===== config.mk =====
export PLATFORM = sky130hd
export DESIGN_NAME = pss_cell
export DESIGN_NICKNAME = d
export VERILOG_FILES = /design/src/sv/positional_sequence_store_unit_defines.svh /design/src/sv/pss_pkg.sv /design/src/sv/pss_cell.sv
export SDC_FILE = /design/constraint.sdc
export NUM_CORES = 1
export LEC_CHECK = 0
export BUFFER_PORTS_ARGS = -buffer_cell sky130_fd_sc_hd__buf_4
export CAP_MARGIN = 20
export CORE_UTILIZATION = 30
export DETAILED_ROUTE_END_ITERATION = 10
export SKIP_CTS_REPAIR_TIMING = 1
export SLEW_MARGIN = 30
export SYNTH_ARGS = -nofsm -noshare
export SYNTH_HDL_FRONTEND = slang
export SYNTH_SLANG_ARGS = --single-unit

===== constraint.sdc =====
create_clock -name i_clk -period 4.2 [get_ports i_clk]
set_clock_uncertainty 0.1 [all_clocks]
set_input_delay 0.42 -clock i_clk [delete_from_list [all_inputs] [get_ports i_clk]]
set_output_delay 0.42 -clock i_clk [all_outputs]
set_load 0.02 [all_outputs]

===== src/sv/positional_sequence_store_unit_defines.svh =====
// assertion macros used by the block that checks itself
`ifndef POSITIONAL_SEQUENCE_STORE_UNIT_DEFINES_SVH
`define POSITIONAL_SEQUENCE_STORE_UNIT_DEFINES_SVH

// same-cycle implication, disabled while reset is low
`define PSS_ASSERT_IMP(label, clk, rst_n, ante, cons) \
    label: assert property (@(posedge clk) disable iff (!(rst_n)) (ante) |-> (cons)) \
        else $error("pss assertion failed");

// next-cycle implication, disabled while reset is low
`define PSS_ASSERT_NEXT(label, clk, rst_n, ante, cons) \
    label: assert property (@(posedge clk) disable iff (!(rst_n)) (ante) |=> (cons)) \
        else $error("pss assertion failed");

`endif


===== src/sv/pss_pkg.sv =====
`default_nettype none

package pss_pkg;

    // field widths
    localparam int OPERATION_W   = 2;
    localparam int POSITION_W    = 6;
    localparam int VALUE_W       = 32;
    localparam int ENTRY_COUNT_W = 7;
    localparam int STATUS_W      = 2;

    // operation codes
    localparam logic [OPERATION_W-1:0] OP_APPEND = 2'd0;
    localparam logic [OPERATION_W-1:0] OP_INSERT = 2'd1;
    localparam logic [OPERATION_W-1:0] OP_ERASE  = 2'd2;
    localparam logic [OPERATION_W-1:0] OP_GET    = 2'd3;

    // status codes
    localparam logic [STATUS_W-1:0] ST_OK     = 2'd0;
    localparam logic [STATUS_W-1:0] ST_FULL   = 2'd1;
    localparam logic [STATUS_W-1:0] ST_BADPOS = 2'd2;

    typedef logic signed [VALUE_W-1:0] t_value;

    // input word
    typedef struct packed {
        logic [OPERATION_W-1:0] operation;
        logic [POSITION_W-1:0]  position;
        t_value                 value;
    } t_in_word;

    // output word
    typedef struct packed {
        t_value                   read_value;
        logic [ENTRY_COUNT_W-1:0] entry_count;
        logic [STATUS_W-1:0]      status;
    } t_out_word;

    // command broadcast to every cell of the row
    typedef struct packed {
        logic   step;
        logic   ins_en;
        logic   del_en;
        logic   get_en;
        t_value value;
    } t_cell_cmd;

endpackage

`default_nettype wire


===== src/sv/pss_cell.sv =====
`default_nettype none

module pss_cell import pss_pkg::*; #(
    parameter int IDX_W = 7,
    parameter int IDX   = 0
) (
    input  wire logic             i_clk,
    input  wire t_cell_cmd        i_cmd,
    input  wire logic [IDX_W-1:0] i_pos,
    input  wire t_value           i_left,
    input  wire t_value           i_right,
    output t_value                o_entry,
    output t_value                o_read
);

    localparam logic [IDX_W-1:0] MY_IDX = IDX_W'(IDX);

    t_value r_entry, n_entry;
    t_value r_read, n_read;

    // local hold / load / shift decision
    always_comb begin
        n_entry = r_entry;
        n_read  = r_read;
        if (i_cmd.step) begin
            if (i_cmd.ins_en) begin
                if (MY_IDX == i_pos) begin
                    n_entry = i_cmd.value;
                end else if (MY_IDX > i_pos) begin
                    n_entry = i_left;
                end
            end
            if (i_cmd.del_en && (MY_IDX >= i_pos)) begin
                n_entry = i_right;
            end
            // selected cell drives its word, all others drive zero
            n_read = (i_cmd.get_en && (MY_IDX == i_pos)) ? r_entry : '0;
        end
    end

    always_ff @(posedge i_clk) begin
        r_entry <= n_entry;
        r_read  <= n_read;
    end

    assign o_entry = r_entry;
    assign o_read  = r_read;

endmodule

`default_nettype wire


; Word-level counts from Yosys, hierarchy flattened
; Cells that the tools add are included.
[totals]
wordCells = 14
output_inout_bits = 64
regBits = 64
inputBits = 108
[classes]
magnitude_cmp = 2
n_reduce_logical = 6
mux = 4
[ops]
columns = operator, count
row1 = $mux 32, 4
row2 = $ge 1x7->1 const A, 1
row3 = $gt 1x7->1 const A, 1
row4 = $logic_not 7->1, 1
row5 = $reduce_and 3->1, 1
row6 = $reduce_bool 3->1, 1
row7 = $logic_and 1x1->1, 2
row8 = $reduce_bool 2->1, 1

; Depth between registers and ports, before layout
; Gate-level depths: netlist of run 1.
[logic_depth]
ltp_word = 5
depth_mapped = 5
depth_no_buf = 3

; Worst setup path after synthesis of run 1
; Ideal clock, no wire load.
[synth_path]
path_kind = input -> register
start = input i_pos[3]
end = register r_entry[0] (netlist: o_entry[0]) (enable)
stages = 5
path_buffers = 2
arrival_ns = 2.188
slack_ns = 1.525
setup_time_ns = 0.387
t_required_ns = 3.713
cell_sequence = or4_4 > nor4_4 > buf_6 > buf_2 > o211a_1
[synth_between]
elab_chain_cells = 4
word_cells_on_any_way = 7
classes_between = order compare (2) / reduce/logical (5)
[synth_lines]
columns = element, line_no
row1 = "start, declared", pss_cell.sv:9  ; input wire logic [IDX_W-1:0] i_pos,
row2 = $ge 1x7->1, pss_cell.sv:33  ; if (i_cmd.del_en && (MY_IDX >= i_pos)) begin
row3 = $logic_and 1x1->1, pss_cell.sv:33
row4 = $reduce_bool 3->1 (no line) or $reduce_bool 2->1 (tied branches), -
row5 = $reduce_and 3->1 (no line) *, -
row6 = "end signal, assigned", pss_cell.sv:42  ; r_entry <= n_entry;
row7 = "end, declared", pss_cell.sv:18  ; t_value r_entry, n_entry;
; Mark *: on every way between the ends. The rest lies on a longest branch, timed or not.
; A chain may end at the register's enable or synchronous reset.

; Worst setup path after layout of run 1
[layout_path]
start = input i_pos[3]
end = register r_entry[16] (netlist: o_entry[16]) (data pin)
[layout_between]
elab_chain_cells = 4
word_cells_on_any_way = 6
classes_between = order compare (1) / mux (3) / reduce/logical (2)
[layout_lines]
columns = element, line_no
row1 = branches (longest 3 deep; another with $ge 1x7->1), -
row2 = $mux 32 *, pss_cell.sv:33
; Mark *: on every way between the ends. The select of a mux whose other input is x is not followed.

==> qor.csv, run 1 <==
stage,metric,value,unit
pwr,cellPowerDensity,315.7,nW/um^2
routing,avgRoutedWirePerCell,14.66,um
pwr,total_power,1.443,mW
floorplanning,die_h,101.5,um
setup_path,reg2reg_to,o_read[19],
timing,min_period_over_period,54.51,%
pwr,combPwrFrac,11.3,%
timing,clock.fmax,436.8,MHz
layout,syn2layout_area_growth,53.96,%
run,cap_viol_max_count,0,
pwr,seq_power_share,49.4,%
routing,firstDrtPassIters,4,
clock_tree,cts_tree,done,
placed_design,dp_slack,1572,ps
worst_hold_path,hold-path-cell-count,2,
layout,drive_above_1_share,69.89,%
timing,relSlewSlack,52.86,%
floorplanning,coreArea,9415,um^2
worst_hold_path,hp-start,i_left[29],
synth,ys.flop_type,edfxtp_1,
synth,yosys-top-cells-count,"edfxtp_1, mux2_2, and3_1, clkbuf_1, mux2_1",
synth,syn_area_per_cell,16.77,um^2
layout,nets,455,
synth,yosys-top-cells-area,"edfxtp_1, mux2_2, and3_1, mux2_1, buf_6",
floorplanning,fp.dieW,101.5,um
timing,tightest_slew,707.1,ps
synth,syn_inst,177,
routing,num_vias,2136,
setup_path,critPathArrivalTime,2270,ps
timing,setup-violations-final,0,
placed_design,port_buffers,171,
setup_path,path_common_cell,buf_4,
routing,antenna_left,0,
synth,synthesis.area,2968,um^2
grt,grt_pass1_vias,2131,
timing,whs,263.6,ps
grt,grt_pass1_wl,10.67,mm
clock_tree,clock_path_buffers,2,
pwr,p_sw,0.2939,mW
placed_design,dp_hpwl,5.046,mm
routing,wl,7.050,mm
floorplanning,pin_count,172,
placed_design,gp_congestion,0.7191,
synth,syn_nets,285,
timing,setup_tns,0,ps
synth,synth_cell_types,11,
routing,routed_via_density,4.441,
setup_path,worst_r2r_path_depth,1,
grt,grt_overflow,0,
pwr,switching_share,20.37,%
timing,hold_violations,0,
synth,yosysTopAreaCellShare,64.76,%
clock_tree,numCtsBuffers,9,
timing,fin_crit,2289,ps
floorplanning,dieArea,10290,um^2
setup_path,path_cells,buf_4 > or4_4 > nor4_4 > buf_4 > mux2_2,
floorplanning,rows,35,
worst_hold_path,holdPathEnd,o_entry[29],
synth,synth_warnings,0,
setup_path,critPathLaunchType,primary input,
outcome,status,completed,
synth,synth_edf_count,64,
setup_path,worst_setup_path_end_kind,flip-flop,
clock_tree,cts-root-buf,clkbuf_8,
worst_hold_path,min_path_type,in2reg,
floorplanning,initial_core_util,31.52,%
setup_path,worstSetupPathType,in2reg,
routing,remaining_drc_errors,0,
setup_path,slowest_delay,580,ps
clock_tree,cts.sinks,64,
layout,n_antenna_cell,0,
grt,grt_max_degree,65,
synth,synth_seq_cells,64,
setup_path,cp_max_fo,64,
timing,rsz0062_at_grt,no,
grt,antenna_found_initial,0,
synth,synthArstFlopShare,0,%
setup_path,cpMaxStageDelayCell,buf_4,
synth,synth_top_cell_by_area,edfxtp_1,
clock_tree,clk_pin_slew,70,ps
routing,drtIter0Drc,27,
clock_tree,insertion_delay,330,ps
setup_path,crit_required,4180,ps
pwr,clockPowerShare,39.2,%
setup_path,worst-path-buf-inv,2,
setup_path,cp_top_family,simple AND/OR/NAND/NOR gates,
timing,drv_slew,0,
synth,yosysMostFrequentCell,edfxtp_1,
timing,fin_ws,1911,ps
pwr,leakage,2.030,nW
setup_path,reg2reg_setup_slack,3260,ps
clock_tree,htree_num_levels,3,
grt,track_usage,14.16,%
setup_path,worstReg2RegStart,o_entry[19],
pwr,intPower,1.149,mW
synth,ys_seq_area_share,64.76,%
pwr,peakVddDrop,165.4,uV
setup_path,cp.depth,5,
## power groups by stage
stage / sequential, mW / combinational, mW / clock (mW)
2_1_floorplan: 0.740 / 0.0494 / 0
3_3_place_gp: 0.727 / 0.163 / 0
3_5_place_dp: 0.728 / 0.165 / 0
4_1_cts: 0.713 / 0.166 / 0.587
5_1_grt: 0.714 / 0.177 / 0.614
6_report: 0.713 / 0.163 / 0.566
## sequential cells by signal, indices dropped and copies added (netlist names)
name	cells
o_entry	32
o_read	32
## placed cells by master, fill, tap and decap left out, types with 2 or more instances in the layout
cell type / Yosys / layout
edfxtp_1: 64 / 64
bufinv_16: 0 / 2
buf_4: 1 / 172
mux2_1: 7 / 7
mux2_2: 57 / 57
clkinvlp_4: 0 / 2
clkbuf_8: 0 / 9
and3_1: 32 / 32
## worst max-delay path by stage
stage | startpoint | to
3_3_place_gp | i_pos[3] | o_entry[30]
2_1_floorplan | i_pos[3] | o_entry[0]
6_report | i_pos[3] | o_entry[16]
4_1_cts | i_pos[3] | o_entry[16]
5_1_grt | i_pos[3] | o_entry[16]
3_5_place_dp | i_pos[3] | o_entry[16]
## per-stage QoR
step	cell area (um^2)	util [%]	cells
after floorplan	2968	-	177
after global placement	4358	46.29	465
after detailed placement	4358	46.29	465
after CTS	4569	48.53	481
after global routing	4569	48.53	481
final	4569	48.53	481
## cell families after synthesis
| group | count (synthesis) | synth area share, % |
|---|---|---|
| AO/OA/AOI/OAI | 1 | 0.3373 |
| buffers and inverters | 14 | 2.782 |
| flip-flops | 64 | 64.76 |
| multiplexers | 64 | 24.28 |
| AND/OR/NAND/NOR | 34 | 7.841 |
## layout make-up
cell class / count / area [um^2]
multi-input combinational: 99 / 963.4
clock inverter: 6 / 83.83
timing repair buffer: 173 / 1311
fill: 835 / 4846
clock buffer: 10 / 127.6
sequential: 64 / 1922
tap: 129 / 161.4
## routing by layer
| metal | up-vias | part of all wire (%) | track usage (%) |
|---|---|---|---|
| li1 | 1029 | - | - |
| met1 | 995 | 40 | 15.45 |
| met2 | 100 | 51 | 24.44 |
| met3 | 12 | 7.0 | 4.210 |
| met4 | 0 | 2.2 | 8.361 |
| met5 | - | 0 | 0 |
(Power assumes the default switching activity.)
==> inputs of run 2 (changes only) <==
Settings changed: ABC_AREA from default to 1.
Clock period 4.2 ns to 2.3 ns, I/O delays scaled along.
==> qor.csv, run 2 <==
stage,metric,value,unit
outcome,status,completed,
routing,avgRoutedWirePerCell,13.86,um
timing,clock.fmax,713.1,MHz
timing,tightest_slew,594.1,ps
layout,most-common-layout-cells,"buf_4, nand2_1, inv_1, edfxtp_1, nor2_1",
placed_design,gp_congestion,0.7500,
synth,synthesis.area,3293,um^2
worst_hold_path,min_path_type,in2reg,
timing,fin_crit,1402,ps
clock_tree,insertion_delay,340,ps
pwr,cellPowerDensity,520.3,nW/um^2
placed_design,dp_slack,522.0,ps
floorplanning,dieArea,11400,um^2
setup_path,critPathLaunchType,primary input,
timing,fin_ws,897.6,ps
timing,min_period_over_period,60.97,%
clock_tree,clk_pin_slew,70,ps
synth,syn_inst,386,
run,cap_viol_max_count,0,
synth,synth_cell_types,14,
setup_path,path_common_cell,buf_4,
pwr,peakVddDrop,214.9,uV
layout,nets,662,
clock_tree,clock_path_buffers,2,
clock_tree,cts.sinks,64,
routing,wl,9.631,mm
floorplanning,rows,37,
setup_path,worst-path-buf-inv,3,
grt,grt_pass1_wl,14.68,mm
setup_path,path_cells,buf_4 > nor2_1 > nand2_2 > nor2_4 > buf_4 > nand2_1 > buf_4 > nor2_1,
synth,yosys-top-cells-count,"nand2_1, inv_1, edfxtp_1, nor2_1, o21ai_0",
setup_path,critPathArrivalTime,1490,ps
grt,track_usage,17.20,%
layout,syn2layout_area_growth,47.80,%
setup_path,cp_top_family,buffers and inverters,
timing,rsz0062_at_grt,no,
routing,drtIter0Drc,135,
synth,yosys-top-cells-area,"edfxtp_1, nand2_1, inv_1, o21ai_0, nand3_1",
layout,fin_util,46.52,%
layout,mostFrequentLayoutCell,buf_4,
floorplanning,initial_core_util,31.48,%
clock_tree,cts-root-buf,clkbuf_8,
placed_design,dp_hpwl,6.900,mm
clock_tree,htree_num_levels,3,
pwr,leakage,2.423,nW
setup_path,worstSetupPathType,in2reg,
setup_path,cpMaxStageDelayCell,buf_4,
timing,setup_tns,0,ps
clock_tree,numCtsBuffers,9,
timing,hold_violations,0,
setup_path,cp_max_fo,35,
grt,grt_pass1_vias,2922,
synth,synth_warnings,0,
routing,antenna_left,0,
grt,grt_max_degree,36,
layout,fillers,1047,
pwr,total_power,2.533,mW
layout,n_antenna_cell,0,
routing,remaining_drc_errors,0,
placed_design,port_buffers,171,
clock_tree,cts_tree,done,
layout,drive_above_1_share,35.60,%
synth,syn_area_per_cell,8.531,um^2
timing,relSlewSlack,60.34,%
synth,ys.flop_type,edfxtp_1,
setup_path,crit_required,2390,ps
routing,num_vias,3034,
synth,synthArstFlopShare,0,%
synth,synth_seq_cells,64,
floorplanning,pin_count,172,
grt,grt_overflow,0,
floorplanning,fp.dieW,106.8,um
routing,routed_via_density,4.365,
timing,setup-violations-final,0,
floorplanning,die_h,106.8,um
synth,yosysMostFrequentCell,nand2_1,
synth,synth_top_cell_by_area,edfxtp_1,
setup_path,worst_setup_path_end_kind,flip-flop,
grt,antenna_found_initial,0,
routing,firstDrtPassIters,4,
synth,syn_nets,494,
floorplanning,coreArea,10460,um^2
synth,ys_seq_area_share,58.36,%
setup_path,slowest_delay,330,ps
timing,drv_slew,0,
synth,yosysTopAreaCellShare,58.36,%
synth,synth_edf_count,64,
## run 2: where the power goes
part	internal [mW]	switching, mW
Clock	0.497	0.420
Combinational	0.166	0.146
Sequential	1.30	0.00599
Total	1.96	0.572
## run 2: worst min-delay path: cells and delay by family
kind,cells,cell delay [ps]
buf+inv,1,80
simple gates,2,120
## run 2: path summary, 6_finish.rpt
path / startpoint / endpoint / slack, ps / cells after the start
hold / removal: i_right[4] / o_entry[4] / 90 / 3
hold reg to reg: o_entry[30] / o_read[30] / 480 / 2
setup / recovery: i_pos[3] / o_read[27] / 900 / 8
setup reg to reg: o_entry[14] / o_read[14] / 1420 / 2
## run 2: layout make-up
type / count / area (um^2) / share of cell area (%)
clock buffer: 12 / 135.1 / 2.776
tap: 136 / 170.2 / 3.496
clock inverter: 4 / 45.04 / 0.9254
inverter: 66 / 247.7 / 5.090
multi-input combinational: 233 / 983.4 / 20.21
timing repair buffer: 180 / 1364 / 28.02
sequential: 64 / 1922 / 39.49
## run 2: logic make-up (layout without fill, tap and decap cells)
logic type,Yosys count,count (layout),synth area share (%)
AO/OA/AOI/OAI,33,33,5.015
buffers and inverters,89,262,12.12
flip-flops,64,64,58.36
AND/OR/NAND/NOR,200,200,24.51
## run 2: per-layer routing
metal	track usage [%]	vias up	routed length, um
met5	0	-	0
met1	20.23	1372	4011
met2	30.32	109	4883
met3	3.161	13	550
li1	-	1540	-
met4	7.828	0	186
## run 2: metrics by stage
stage	cell area, um^2	hold WS (ps)	cells
floorplan	3304	242.5	386
global placement	4687	432.5	679
detailed placement	4687	439.3	679
CTS	4867	77.81	695
global route	4867	95.72	695
finish	4867	93.84	695
==> inputs of run 3 (changes only) <==
Clock period 2.3 ns to 1.4 ns, I/O delays scaled along.
==> qor.csv, run 3 (synthesized netlist as in run 2, its figures left out) <==
stage,metric,value,unit
outcome,status,completed,
placed_design,placed_cell_area,4797,um^2
grt,track_usage,16.98,%
clock_tree,clk_pin_slew,70,ps
grt,grt_max_degree,33,
pwr,cellPowerDensity,859.8,nW/um^2
setup_path,worst_setup_path_end_kind,primary output,
routing,antenna_left,0,
pwr,peakVddDrop,502.7,uV
setup_path,reg2reg_setup_slack,530,ps
placed_design,port_buffers,171,
layout,nets,677,
layout,design_area,5050,um^2
timing,fin_crit,1166,ps
grt,grt_pass1_wl,14.48,mm
run,cap_viol_max_count,0,
timing,rsz0062_at_grt,no,
placed_design,gp_congestion,0.7935,
setup_path,critPathArrivalTime,930,ps
routing,routed_via_density,4.446,
timing,drv_slew,0,
setup_path,worst-path-buf-inv,1,
routing,firstDrtPassIters,5,
worst_hold_path,holdPathEnd,o_entry[11],
setup_path,critPathLaunchType,flip-flop,
setup_path,crit_required,1160,ps
worst_hold_path,hp-start,i_right[11],
clock_tree,cts.sinks,64,
pwr,total_power,4.342,mW
timing,min_period_over_period,83.32,%
layout,drive_above_1_share,35.89,%
setup_path,slowest_delay,410,ps
layout,n_antenna_cell,0,
worst_hold_path,hold-path-cell-count,3,
routing,num_vias,3157,
clock_tree,numCtsBuffers,9,
setup_path,cp_top_family,flip-flops,
worst_hold_path,min_path_type,in2reg,
routing,remaining_drc_errors,0,
clock_tree,insertion_delay,340,ps
timing,hold_violations,0,
clock_tree,cts-root-buf,clkbuf_8,
timing,setup-violations-final,0,
routing,wl,9.668,mm
routing,drtIter0Drc,147,
floorplanning,pin_count,172,
clock_tree,cts_tree,done,
setup_path,cp_max_fo,2,
setup_path,worst_r2r_path_depth,2,
pwr,leakage,2.515,nW
setup_path,cp.depth,1,
layout,fin_util,48.27,%
grt,antenna_found_initial,0,
setup_path,worstSetupPathType,reg2out,
layout,syn2layout_area_growth,53.34,%
layout,mostFrequentLayoutCell,buf_4,
floorplanning,initial_core_util,31.48,%
setup_path,cpMaxStageDelayCell,edfxtp_1,
timing,tightest_slew,464.6,ps
clock_tree,clock_path_buffers,2,
setup_path,path_cells,buf_4,
floorplanning,fp.dieW,106.8,um
floorplanning,die_h,106.8,um
floorplanning,dieArea,11400,um^2
timing,relSlewSlack,69.02,%
floorplanning,rows,37,
routing,avgRoutedWirePerCell,13.62,um
layout,most-common-layout-cells,"buf_4, nand2_1, inv_1, edfxtp_1, nor2_1",
grt,grt_overflow,0,
layout,fillers,1031,
clock_tree,htree_num_levels,3,
placed_design,dp_hpwl,7.238,mm
setup_path,reg2reg_to,o_read[28],
setup_path,worstReg2RegStart,o_entry[28],
grt,grt_pass1_vias,2922,
floorplanning,coreArea,10460,um^2
timing,clock.fmax,857.3,MHz
-- run 3: area by class of cell --
| type | instances | area, um^2 | area share (%) |
|---|---|---|---|
| timing repair buffer | 195 | 1514 | 29.98 |
| inverter | 66 | 247.7 | 4.906 |
| sequential | 64 | 1922 | 38.06 |
| clock inverter | 5 | 71.32 | 1.412 |
| multi-input combinational | 233 | 993.5 | 19.67 |
| tap | 136 | 170.2 | 3.370 |
| clock buffer | 11 | 131.4 | 2.602 |
-- run 3: power by group --
part	switching [mW]	internal [mW]
logic	0.243	0.295
registers	0.00906	2.13
clock network	0.676	0.986
-- run 3: how the worst max path moves through the flow --
| stage | end | slack (ps) | start |
|---|---|---|---|
| final | o_entry[24] | 230 | o_entry[24] |
| after global routing | o_entry[0] | 170 | i_pos[3] |
| after CTS | o_entry[8] | 210 | o_entry[8] |
| after detailed placement | o_entry[26] | -50 | i_pos[3] |
| after global placement | o_entry[20] | -40 | i_pos[5] |
| after floorplan | o_entry[0] | -430 | i_pos[5] |
-- run 3: worst min-delay path, cell delays in order --
cell     delay [ps]
buf_4            80
nand3_1          60
nand2_1          60
-- run 3: per-layer routing --
layer,global-route usage (%),wire length [um]
met1,20.21,4024
met2,29.45,4802
met3,2.796,584
met5,0,0
met4,8.708,256
-- run 3: per-stage QoR --
step	hold slack (ps)	setup WS (ps)	TNS [ps]	instances
after global placement	340.8	-44.96	-1067	689
final	4.468	233.5	0	710
after global routing	1.674	167.5	0	710
after CTS	-18.01	205.5	0	705
after floorplan	152.5	-433.0	-13860	386
after detailed placement	346.6	-48.76	-941.7	689
